File: src/rtl/tdtb_pkg.sv
// Shared types and constants for the tick-driven timer bank.
// No dependencies; every other file but tdtb_checker imports this package.
package tdtb_pkg;

  localparam int NUM_TIMERS = 16;
  localparam int TICK_WIDTH = 24;
  localparam int IVL_W      = 24;
  localparam int ACT_W      = 3;
  localparam int TIDX_W     = 4;
  localparam int IDX_W      = (NUM_TIMERS > 1) ? $clog2(NUM_TIMERS) : 1;
  localparam int CNT_W      = $clog2(NUM_TIMERS + 1);
  localparam int TL_W       = TICK_WIDTH + 1;

  localparam logic [TICK_WIDTH-1:0] TICK_MAX = '1;

  typedef enum logic [ACT_W-1:0] {
    ACT_TICK     = 3'd0,
    ACT_INIT     = 3'd1,
    ACT_SHUTDOWN = 3'd2,
    ACT_START    = 3'd3,
    ACT_STOP     = 3'd4,
    ACT_CHECK    = 3'd5,
    ACT_DISABLE  = 3'd6
  } action_t;

  typedef enum logic [2:0] {
    ST_IDLE,
    ST_WALK,
    ST_MODIFY,
    ST_DONE
  } state_t;

  // One timer's state as held in the store.
  typedef struct packed {
    logic [TL_W-1:0]       ticks_left;  // signed remaining count
    logic [TICK_WIDTH-1:0] reload;      // zero means stopped
    logic                  expired;
    logic                  one_shot;
    logic                  init;
    logic                  disabled;
  } entry_t;

  typedef struct packed {
    logic             re;
    logic [IDX_W-1:0] raddr;
    logic             we;
    logic [IDX_W-1:0] waddr;
    entry_t           wdata;
  } mem_req_t;

endpackage

File: src/rtl/tick_driven_timer_bank_core.sv
// Bank of NUM_TIMERS periodic / one-shot countdown timers on a shared tick.
// Each input transaction carries one action and yields exactly one result
// transaction (expired is 1 only for a check that finds the timer expired).
// Sequencing: tick, action code 7 and any action but a pending-tick check on an
// index outside the bank finish with no memory access; init, shutdown, start,
// stop, set disable and a check with no pending ticks do one memory read and
// one write-back. A check with pending ticks first walks the whole bank through
// the single timer memory, one entry per cycle with read and write-back
// overlapped. One action is in flight at a time; the output register lets the
// next transaction enter while a result waits.
// Timer state sits in one synchronous memory; per-entry valid bits return
// zero for entries never written, so there is no clearing pass after reset.
// Depends on tdtb_pkg, tdtb_ctrl and tdtb_store.
module tick_driven_timer_bank_core (
  input  logic                          clk,
  input  logic                          rst,
  input  logic                          in_valid,
  output logic                          in_stall,
  input  logic [tdtb_pkg::ACT_W-1:0]    action,
  input  logic [tdtb_pkg::TIDX_W-1:0]   timer_index,
  input  logic [tdtb_pkg::IVL_W-1:0]    interval_ticks,
  input  logic                          one_shot,
  input  logic                          disable_flag,
  output logic                          out_valid,
  input  logic                          out_stall,
  output logic                          expired
);
  import tdtb_pkg::*;

  mem_req_t req;
  entry_t   rd_data;
  logic     done;
  logic     done_expired;
  logic     out_free;

  // Output slot is free when empty or being drained this cycle.
  assign out_free = !out_valid || !out_stall;

  tdtb_ctrl u_ctrl (
    .clk            (clk),
    .rst            (rst),
    .in_valid       (in_valid),
    .in_stall       (in_stall),
    .action         (action),
    .timer_index    (timer_index),
    .interval_ticks (interval_ticks),
    .one_shot       (one_shot),
    .disable_flag   (disable_flag),
    .out_free       (out_free),
    .done           (done),
    .done_expired   (done_expired),
    .req            (req),
    .rd_data        (rd_data)
  );

  tdtb_store u_store (
    .clk     (clk),
    .rst     (rst),
    .req     (req),
    .rd_data (rd_data)
  );

  // Result register
  always_ff @(posedge clk) begin
    if (rst) begin
      out_valid <= 1'b0;
    end else if (done && out_free) begin
      out_valid <= 1'b1;
    end else if (!out_stall) begin
      out_valid <= 1'b0;
    end
  end

  always_ff @(posedge clk) begin
    if (done && out_free) begin
      expired <= done_expired;
    end
  end

endmodule

File: src/rtl/tdtb_store.sv
// Timer state memory: one write port, one registered read port.
// Per-entry valid bits make unwritten entries read as all zero after reset.
// Depends on tdtb_pkg.
module tdtb_store (
  input  logic              clk,
  input  logic              rst,
  input  tdtb_pkg::mem_req_t req,
  output tdtb_pkg::entry_t  rd_data
);
  import tdtb_pkg::*;

  entry_t                 mem [NUM_TIMERS];
  logic [NUM_TIMERS-1:0]  valid;

  always_ff @(posedge clk) begin
    if (req.we) begin
      mem[req.waddr] <= req.wdata;
    end
  end

  always_ff @(posedge clk) begin
    if (rst) begin
      valid <= '0;
    end else if (req.we) begin
      valid[req.waddr] <= 1'b1;
    end
  end

  // Read with write-to-read forwarding on an address match.
  always_ff @(posedge clk) begin
    if (req.re) begin
      if (req.we && (req.waddr == req.raddr)) begin
        rd_data <= req.wdata;
      end else if (valid[req.raddr]) begin
        rd_data <= mem[req.raddr];
      end else begin
        rd_data <= '0;
      end
    end
  end

endmodule

File: src/rtl/tdtb_ctrl.sv
// Command sequencer: tick counting, bank walk and indexed read-modify-write.
// Depends on tdtb_pkg; drives the tdtb_store request port.
module tdtb_ctrl (
  input  logic                          clk,
  input  logic                          rst,
  input  logic                          in_valid,
  output logic                          in_stall,
  input  logic [tdtb_pkg::ACT_W-1:0]    action,
  input  logic [tdtb_pkg::TIDX_W-1:0]   timer_index,
  input  logic [tdtb_pkg::IVL_W-1:0]    interval_ticks,
  input  logic                          one_shot,
  input  logic                          disable_flag,
  input  logic                          out_free,
  output logic                          done,
  output logic                          done_expired,
  output tdtb_pkg::mem_req_t            req,
  input  tdtb_pkg::entry_t              rd_data
);
  import tdtb_pkg::*;

  state_t                state, state_next;
  action_t               cmd_action, cmd_action_next;
  logic [IDX_W-1:0]      cmd_idx, cmd_idx_next;
  logic                  cmd_inside, cmd_inside_next;
  logic [TICK_WIDTH-1:0] cmd_ivl, cmd_ivl_next;
  logic                  cmd_one_shot, cmd_one_shot_next;
  logic                  cmd_dis, cmd_dis_next;
  logic [TICK_WIDTH-1:0] pending, pending_next;
  logic [CNT_W-1:0]      init_cnt, init_cnt_next;
  logic [IDX_W-1:0]      walk_idx, walk_idx_next;
  logic                  res, res_next;

  action_t               in_act;
  logic                  in_inside;
  logic [TICK_WIDTH-1:0] in_ivl;
  logic                  walk_last;
  logic                  walk_active;
  logic signed [TL_W-1:0] walk_diff;
  entry_t                walk_entry;

  assign in_act    = action_t'(action);
  assign in_inside = (32'(timer_index) < NUM_TIMERS);
  assign in_ivl    = (TICK_WIDTH'(interval_ticks) == '0) ? TICK_WIDTH'(1)
                                                          : TICK_WIDTH'(interval_ticks);
  assign walk_last = (walk_idx == IDX_W'(NUM_TIMERS - 1));

  assign in_stall     = (state != ST_IDLE);
  assign done         = (state == ST_DONE);
  assign done_expired = res;

  // Pending-tick update of the entry under the walk.
  assign walk_active = rd_data.init && !rd_data.disabled && (rd_data.reload != '0);
  assign walk_diff   = $signed(rd_data.ticks_left) - $signed({1'b0, pending});

  always_comb begin
    walk_entry = rd_data;
    if (walk_active) begin
      if (walk_diff <= 0) begin
        walk_entry.ticks_left = {1'b0, rd_data.reload};
        walk_entry.expired    = 1'b1;
      end else begin
        walk_entry.ticks_left = walk_diff;
      end
    end
  end

  always_ff @(posedge clk) begin
    if (rst) begin
      state    <= ST_IDLE;
      pending  <= '0;
      init_cnt <= '0;
    end else begin
      state    <= state_next;
      pending  <= pending_next;
      init_cnt <= init_cnt_next;
    end
  end

  always_ff @(posedge clk) begin
    cmd_action   <= cmd_action_next;
    cmd_idx      <= cmd_idx_next;
    cmd_inside   <= cmd_inside_next;
    cmd_ivl      <= cmd_ivl_next;
    cmd_one_shot <= cmd_one_shot_next;
    cmd_dis      <= cmd_dis_next;
    walk_idx     <= walk_idx_next;
    res          <= res_next;
  end

  // Next state
  always_comb begin
    state_next = state;
    unique case (state)
      ST_IDLE: begin
        if (in_valid) begin
          case (in_act)
            ACT_TICK: state_next = ST_DONE;
            ACT_CHECK: begin
              if (pending != '0)  state_next = ST_WALK;
              else if (in_inside) state_next = ST_MODIFY;
              else                state_next = ST_DONE;
            end
            ACT_INIT, ACT_SHUTDOWN, ACT_START, ACT_STOP, ACT_DISABLE: begin
              state_next = in_inside ? ST_MODIFY : ST_DONE;
            end
            default: state_next = ST_DONE;
          endcase
        end
      end
      ST_WALK: begin
        if (walk_last) state_next = cmd_inside ? ST_MODIFY : ST_DONE;
      end
      ST_MODIFY: state_next = ST_DONE;
      ST_DONE: begin
        if (out_free) state_next = ST_IDLE;
      end
      default: state_next = ST_IDLE;
    endcase
  end

  // Outputs and datapath
  always_comb begin
    req               = '0;
    cmd_action_next   = cmd_action;
    cmd_idx_next      = cmd_idx;
    cmd_inside_next   = cmd_inside;
    cmd_ivl_next      = cmd_ivl;
    cmd_one_shot_next = cmd_one_shot;
    cmd_dis_next      = cmd_dis;
    pending_next      = pending;
    init_cnt_next     = init_cnt;
    walk_idx_next     = walk_idx;
    res_next          = res;
    unique case (state)
      ST_IDLE: begin
        if (in_valid) begin
          cmd_action_next   = in_act;
          cmd_idx_next      = IDX_W'(timer_index);
          cmd_inside_next   = in_inside;
          cmd_ivl_next      = in_ivl;
          cmd_one_shot_next = one_shot;
          cmd_dis_next      = disable_flag;
          res_next          = 1'b0;
          case (in_act)
            ACT_TICK: begin
              if ((init_cnt != '0) && (pending != TICK_MAX)) begin
                pending_next = pending + TICK_WIDTH'(1);
              end
            end
            ACT_CHECK: begin
              if (pending != '0) begin
                req.re        = 1'b1;
                req.raddr     = '0;
                walk_idx_next = '0;
              end else if (in_inside) begin
                req.re    = 1'b1;
                req.raddr = IDX_W'(timer_index);
              end
            end
            ACT_INIT, ACT_SHUTDOWN, ACT_START, ACT_STOP, ACT_DISABLE: begin
              req.re    = in_inside;
              req.raddr = IDX_W'(timer_index);
            end
            default: ;
          endcase
        end
      end
      ST_WALK: begin
        req.we    = 1'b1;
        req.waddr = walk_idx;
        req.wdata = walk_entry;
        if (!walk_last) begin
          req.re        = 1'b1;
          req.raddr     = walk_idx + IDX_W'(1);
          walk_idx_next = walk_idx + IDX_W'(1);
        end else begin
          pending_next = '0;
          req.re       = cmd_inside;   // forwarded by the store on a match
          req.raddr    = cmd_idx;
        end
      end
      ST_MODIFY: begin
        req.we    = 1'b1;
        req.waddr = cmd_idx;
        req.wdata = rd_data;
        case (cmd_action)
          ACT_INIT: begin
            req.wdata.one_shot = cmd_one_shot;
            req.wdata.init     = 1'b1;
            if (!rd_data.init) begin
              init_cnt_next = init_cnt + CNT_W'(1);
              if (init_cnt == '0) pending_next = '0;
            end
          end
          ACT_SHUTDOWN: begin
            req.wdata.reload = '0;
            req.wdata.init   = 1'b0;
            if (rd_data.init) init_cnt_next = init_cnt - CNT_W'(1);
          end
          ACT_START: begin
            req.wdata.expired    = 1'b0;
            req.wdata.reload     = cmd_ivl;
            req.wdata.ticks_left = {1'b0, cmd_ivl};
          end
          ACT_STOP: req.wdata.reload = '0;
          ACT_CHECK: begin
            if (rd_data.expired) begin
              res_next          = 1'b1;
              req.wdata.expired = 1'b0;
              if (rd_data.one_shot) req.wdata.reload = '0;
            end
          end
          ACT_DISABLE: req.wdata.disabled = cmd_dis;
          default: req.we = 1'b0;
        endcase
      end
      ST_DONE: ;
      default: ;
    endcase
  end

endmodule

File: config.mk
export PLATFORM = sky130hd
export DESIGN_NAME = tick_driven_timer_bank_core
export DESIGN_NICKNAME = d
export VERILOG_FILES = /design/src/rtl/tdtb_pkg.sv /design/src/rtl/tick_driven_timer_bank_core.sv /design/src/rtl/tdtb_store.sv /design/src/rtl/tdtb_ctrl.sv
export SDC_FILE = /design/constraint.sdc
export NUM_CORES = 1
export LEC_CHECK = 0
export BUFFER_PORTS_ARGS = -buffer_cell sky130_fd_sc_hd__buf_4
export CORE_MARGIN = 2
export CORE_UTILIZATION = 60
export CTS_CLUSTER_SIZE = 16
export DETAILED_ROUTE_END_ITERATION = 6
export PLACE_DENSITY_LB_ADDON = 0.08
export RECOVER_POWER = 50
export SKIP_LAST_GASP = 1
export SLEW_MARGIN = 20
export SYNTH_ARGS = -nofsm -noshare
export SYNTH_HDL_FRONTEND = slang
export SYNTH_SLANG_ARGS = --single-unit
File: constraint.sdc
create_clock -name clk -period 10.15 [get_ports clk]
set_clock_uncertainty 0.05 [all_clocks]
set_input_delay 0.5075 -clock clk [delete_from_list [all_inputs] [get_ports clk]]
set_output_delay 0.5075 -clock clk [all_outputs]
set_load 0.02 [all_outputs]
==> flow_summary.toml <==
[min_path]
holdCritStartpoint = "out_stall"
min_to = "out_valid$_SDFFE_PP0P_"
holdPathStages = 3
holdCritPathClass = "in2reg"

[cells_and_area]
register_area_um2 = 29200
multi_input_area_um2 = 11900
area_delta_synth_final_pct = 10.2
post-route-util_pct = 66.5
nets = 3524
nFillCells = 5141
drive_gt1_share_pct = 6.75

[logic_synthesis]
netlist_area_um2 = 42100
yosys_warnings = 0
syn_inst = 3468
avgSynthCellArea_um2 = 12.2
synth-seq-area-share_pct = 69.3
async_flop_share_pct = 0
synth_edf_count = 940
synthTopCellsByCount = "edfxtp_1, nand2_1, nand3_1"
yosysMostFrequentCell = "edfxtp_1"
yosysTopAreaCellShare_pct = 67.0
synth.largest_area_cell = "edfxtp_1"
syn_nets = 3542
ys.flop_type = "edfxtp_1"
synth.distinct_cells = 72
ys_ff_latch = 988
synthTopCellsByArea = "edfxtp_1, nand2_1, nand3_1, a311oi_1, dfxtp_1"

[setup_path]
r2r_end = "u_store.rd_data[46]$_DFFE_PP_"
cp.required_ns = 10.25
rr_worst_depth = 6
rrSetupSlack_ns = 4.09
reg2reg_from = "u_ctrl.state[0]$_SDFFE_PP0P_"
start_kind = "flop"
crit_fanout = 53
arrival_ns = 6.17
crit_path_end_kind = "flop"
crit_type = "reg2reg"
worstSetupStartpoint = "u_ctrl.state[0]$_SDFFE_PP0P_"

[routing]
finalWirelength_mm = 116
drc = 0
vias = 29112
ant_nets = 0
drt-vias-per-instance = 6.52
wire_per_inst_um = 25.9
firstDrtPassIters = 6
first_iter_violations = 4002

[pwr]
ir_drop_uv = 317
p_leak_uw = 0.0158
p_per_area_nw_per_um2 = 283

[timing]
setup-tns-final_ns = 0
fin_crit_sh_pct = 59.7
hold_viol = 0
slew_viol_final = 703
slew_headroom_pct = -171
tightest_slew_ns = 4.06
fmaxAchievable_mhz = 165
finalCriticalPeriod_ns = 6.06
rsz0062_at_grt = "no"
setup_violations = 0

[global_route]
grt_pass1_wl_mm = 171
grt_max_degree = 176
antenna_found_initial = 3
grtUsageTotal_pct = 31.9
grt_overflow = 0
first_global_vias = 27000

[clocking]
htreeDepth = 3
cts_sinks = 988
cts_buffers = 99
path_clk_slew_ns = 0.06
clk_path_buf_depth = 3
clock_latency_ns = 0.68
cts-root-buf = "clkbuf_16"
cts_tree = "done"

[place]
dp_hpwl_mm = 63.2
place_congestion = 0.976
port_buffers = 39

[floorplanning]
boundaryPins = 40
die_w_um = 269
placeableCoreArea_um2 = 69800
die_y_um = 269
start_util_pct = 60.4
placementRows = 97
fp.dieArea_um2 = 72400

[run]
cap_violations = 24

[run_status]
status = "complete, but fails checks"
violations = "max-capacitance violations, max-slew violations"
flip-flops by register name, indices dropped and copies added, names as in the netlist:
register	cells
u_store.valid	16
out_valid	1
u_ctrl.cmd_one_shot	1
u_ctrl.done_expired	1
u_ctrl.init_cnt	5
expired	1
u_ctrl.cmd_action	3
u_store.rd_data	53
u_ctrl.pending	24
u_ctrl.cmd_idx	4
u_ctrl.cmd_dis	1
u_ctrl.state	2
u_ctrl.walk_idx	4
u_store.mem	848
u_ctrl.cmd_ivl	24
power by group:
group / switching [uW] / leakage (uW) / internal [uW]
Clock: 1530 / 0.00149 / 1950
Combinational: 3080 / 0.00522 / 1230
Sequential: 231 / 0.00908 / 5140
Total: 4830 / 0.0158 / 8320
per-layer routing:
layer | GRT usage, % | up-vias | wire length, um
met5 | 0 | - | 13
met4 | 10.0 | 2 | 3540
met3 | 6.07 | 249 | 11700
met2 | 48.8 | 1587 | 52900
met1 | 46.8 | 14439 | 47400
li1 | - | 12835 | -
worst max-delay path, cell delays in order, from the launching register on:
cell and delay, ns:
dfxtp_1 0.34, inv_1 0.14, ha_1 0.23, nand2_1 0.15
inv_1 1.45, a31o_4 0.30, clkbuf_1 2.84
how the worst max path moves through the flow:
stage / end / slack, ns / cells past startpoint
6_report: u_store.rd_data[46]$_DFFE_PP_ / 4.09 / 6
5_1_grt: u_store.rd_data[46]$_DFFE_PP_ / 3.80 / 6
4_1_cts: u_store.mem[4][35]$_DFFE_PP_ / 4.87 / 14
3_5_place_dp: u_store.mem[14][34]$_DFFE_PP_ / 4.96 / 14
3_3_place_gp: u_store.mem[3][29]$_DFFE_PP_ / 5.06 / 14
2_1_floorplan: u_store.mem[3][0]$_DFFE_PP_ / 4.20 / 7
metrics by stage:
stage                     cells  total power (uW)  worst slack (ns)  hold slack [ns]  area (um2)
after detailed placement   4256              9660              4.96            0.365       43300
after global routing       4467             13700              3.80           0.0816       46400
final                      4468             13200              4.09           0.0697       46400
after global placement     4255              9600              5.06            0.355       43300
after CTS                  4465             13100              4.87           0.0421       46700
after floorplan            3468              8210              4.20            0.350       42100
layout by cell type, fill, tap and decap left out, drive strengths merged, types with 48 or more instances in the layout:
cell type,instances
dfxtp,48
nor2,150
a21oi,54
nand2,910
inv,49
a311oi,151
clkbuf,180
and3,91
nand3,340
edfxtp,940
cells by family (layout without fill, tap and decap cells):
group	after synthesis	after routing	synth area share, %
adders and majority gates	37	37	1.13
buffers and inverters	297	355	2.79
xor gates and xnor gates	46	46	0.956
AOI/OAI and AO/OA	489	489	9.05
DFF	988	988	69.3
other	0	2	0
muxes	14	14	0.371
and+or+nand+nor	1597	1597	16.4
timing repair:
| item | 4_1_cts | 5_1_grt |
|---|---|---|
| endpoints found under the hold margin | 32 | 0 |
| gates resized for setup | 0 | 0 |
| hold buffers | 32 | 0 |
| buffers inserted | 0 | 0 |
layout make-up:
type | instances | share of cell area [%]
timing repair buffer | 131 | 1.98
tap | 940 | 2.53
clock buffer | 120 | 5.60
antenna | 2 | 0.0108
inverter | 47 | 0.383
sequential | 988 | 62.9
clock inverter | 57 | 1.01
multi-input combinational | 2183 | 25.6
Power figures use the tool's default switching activity.
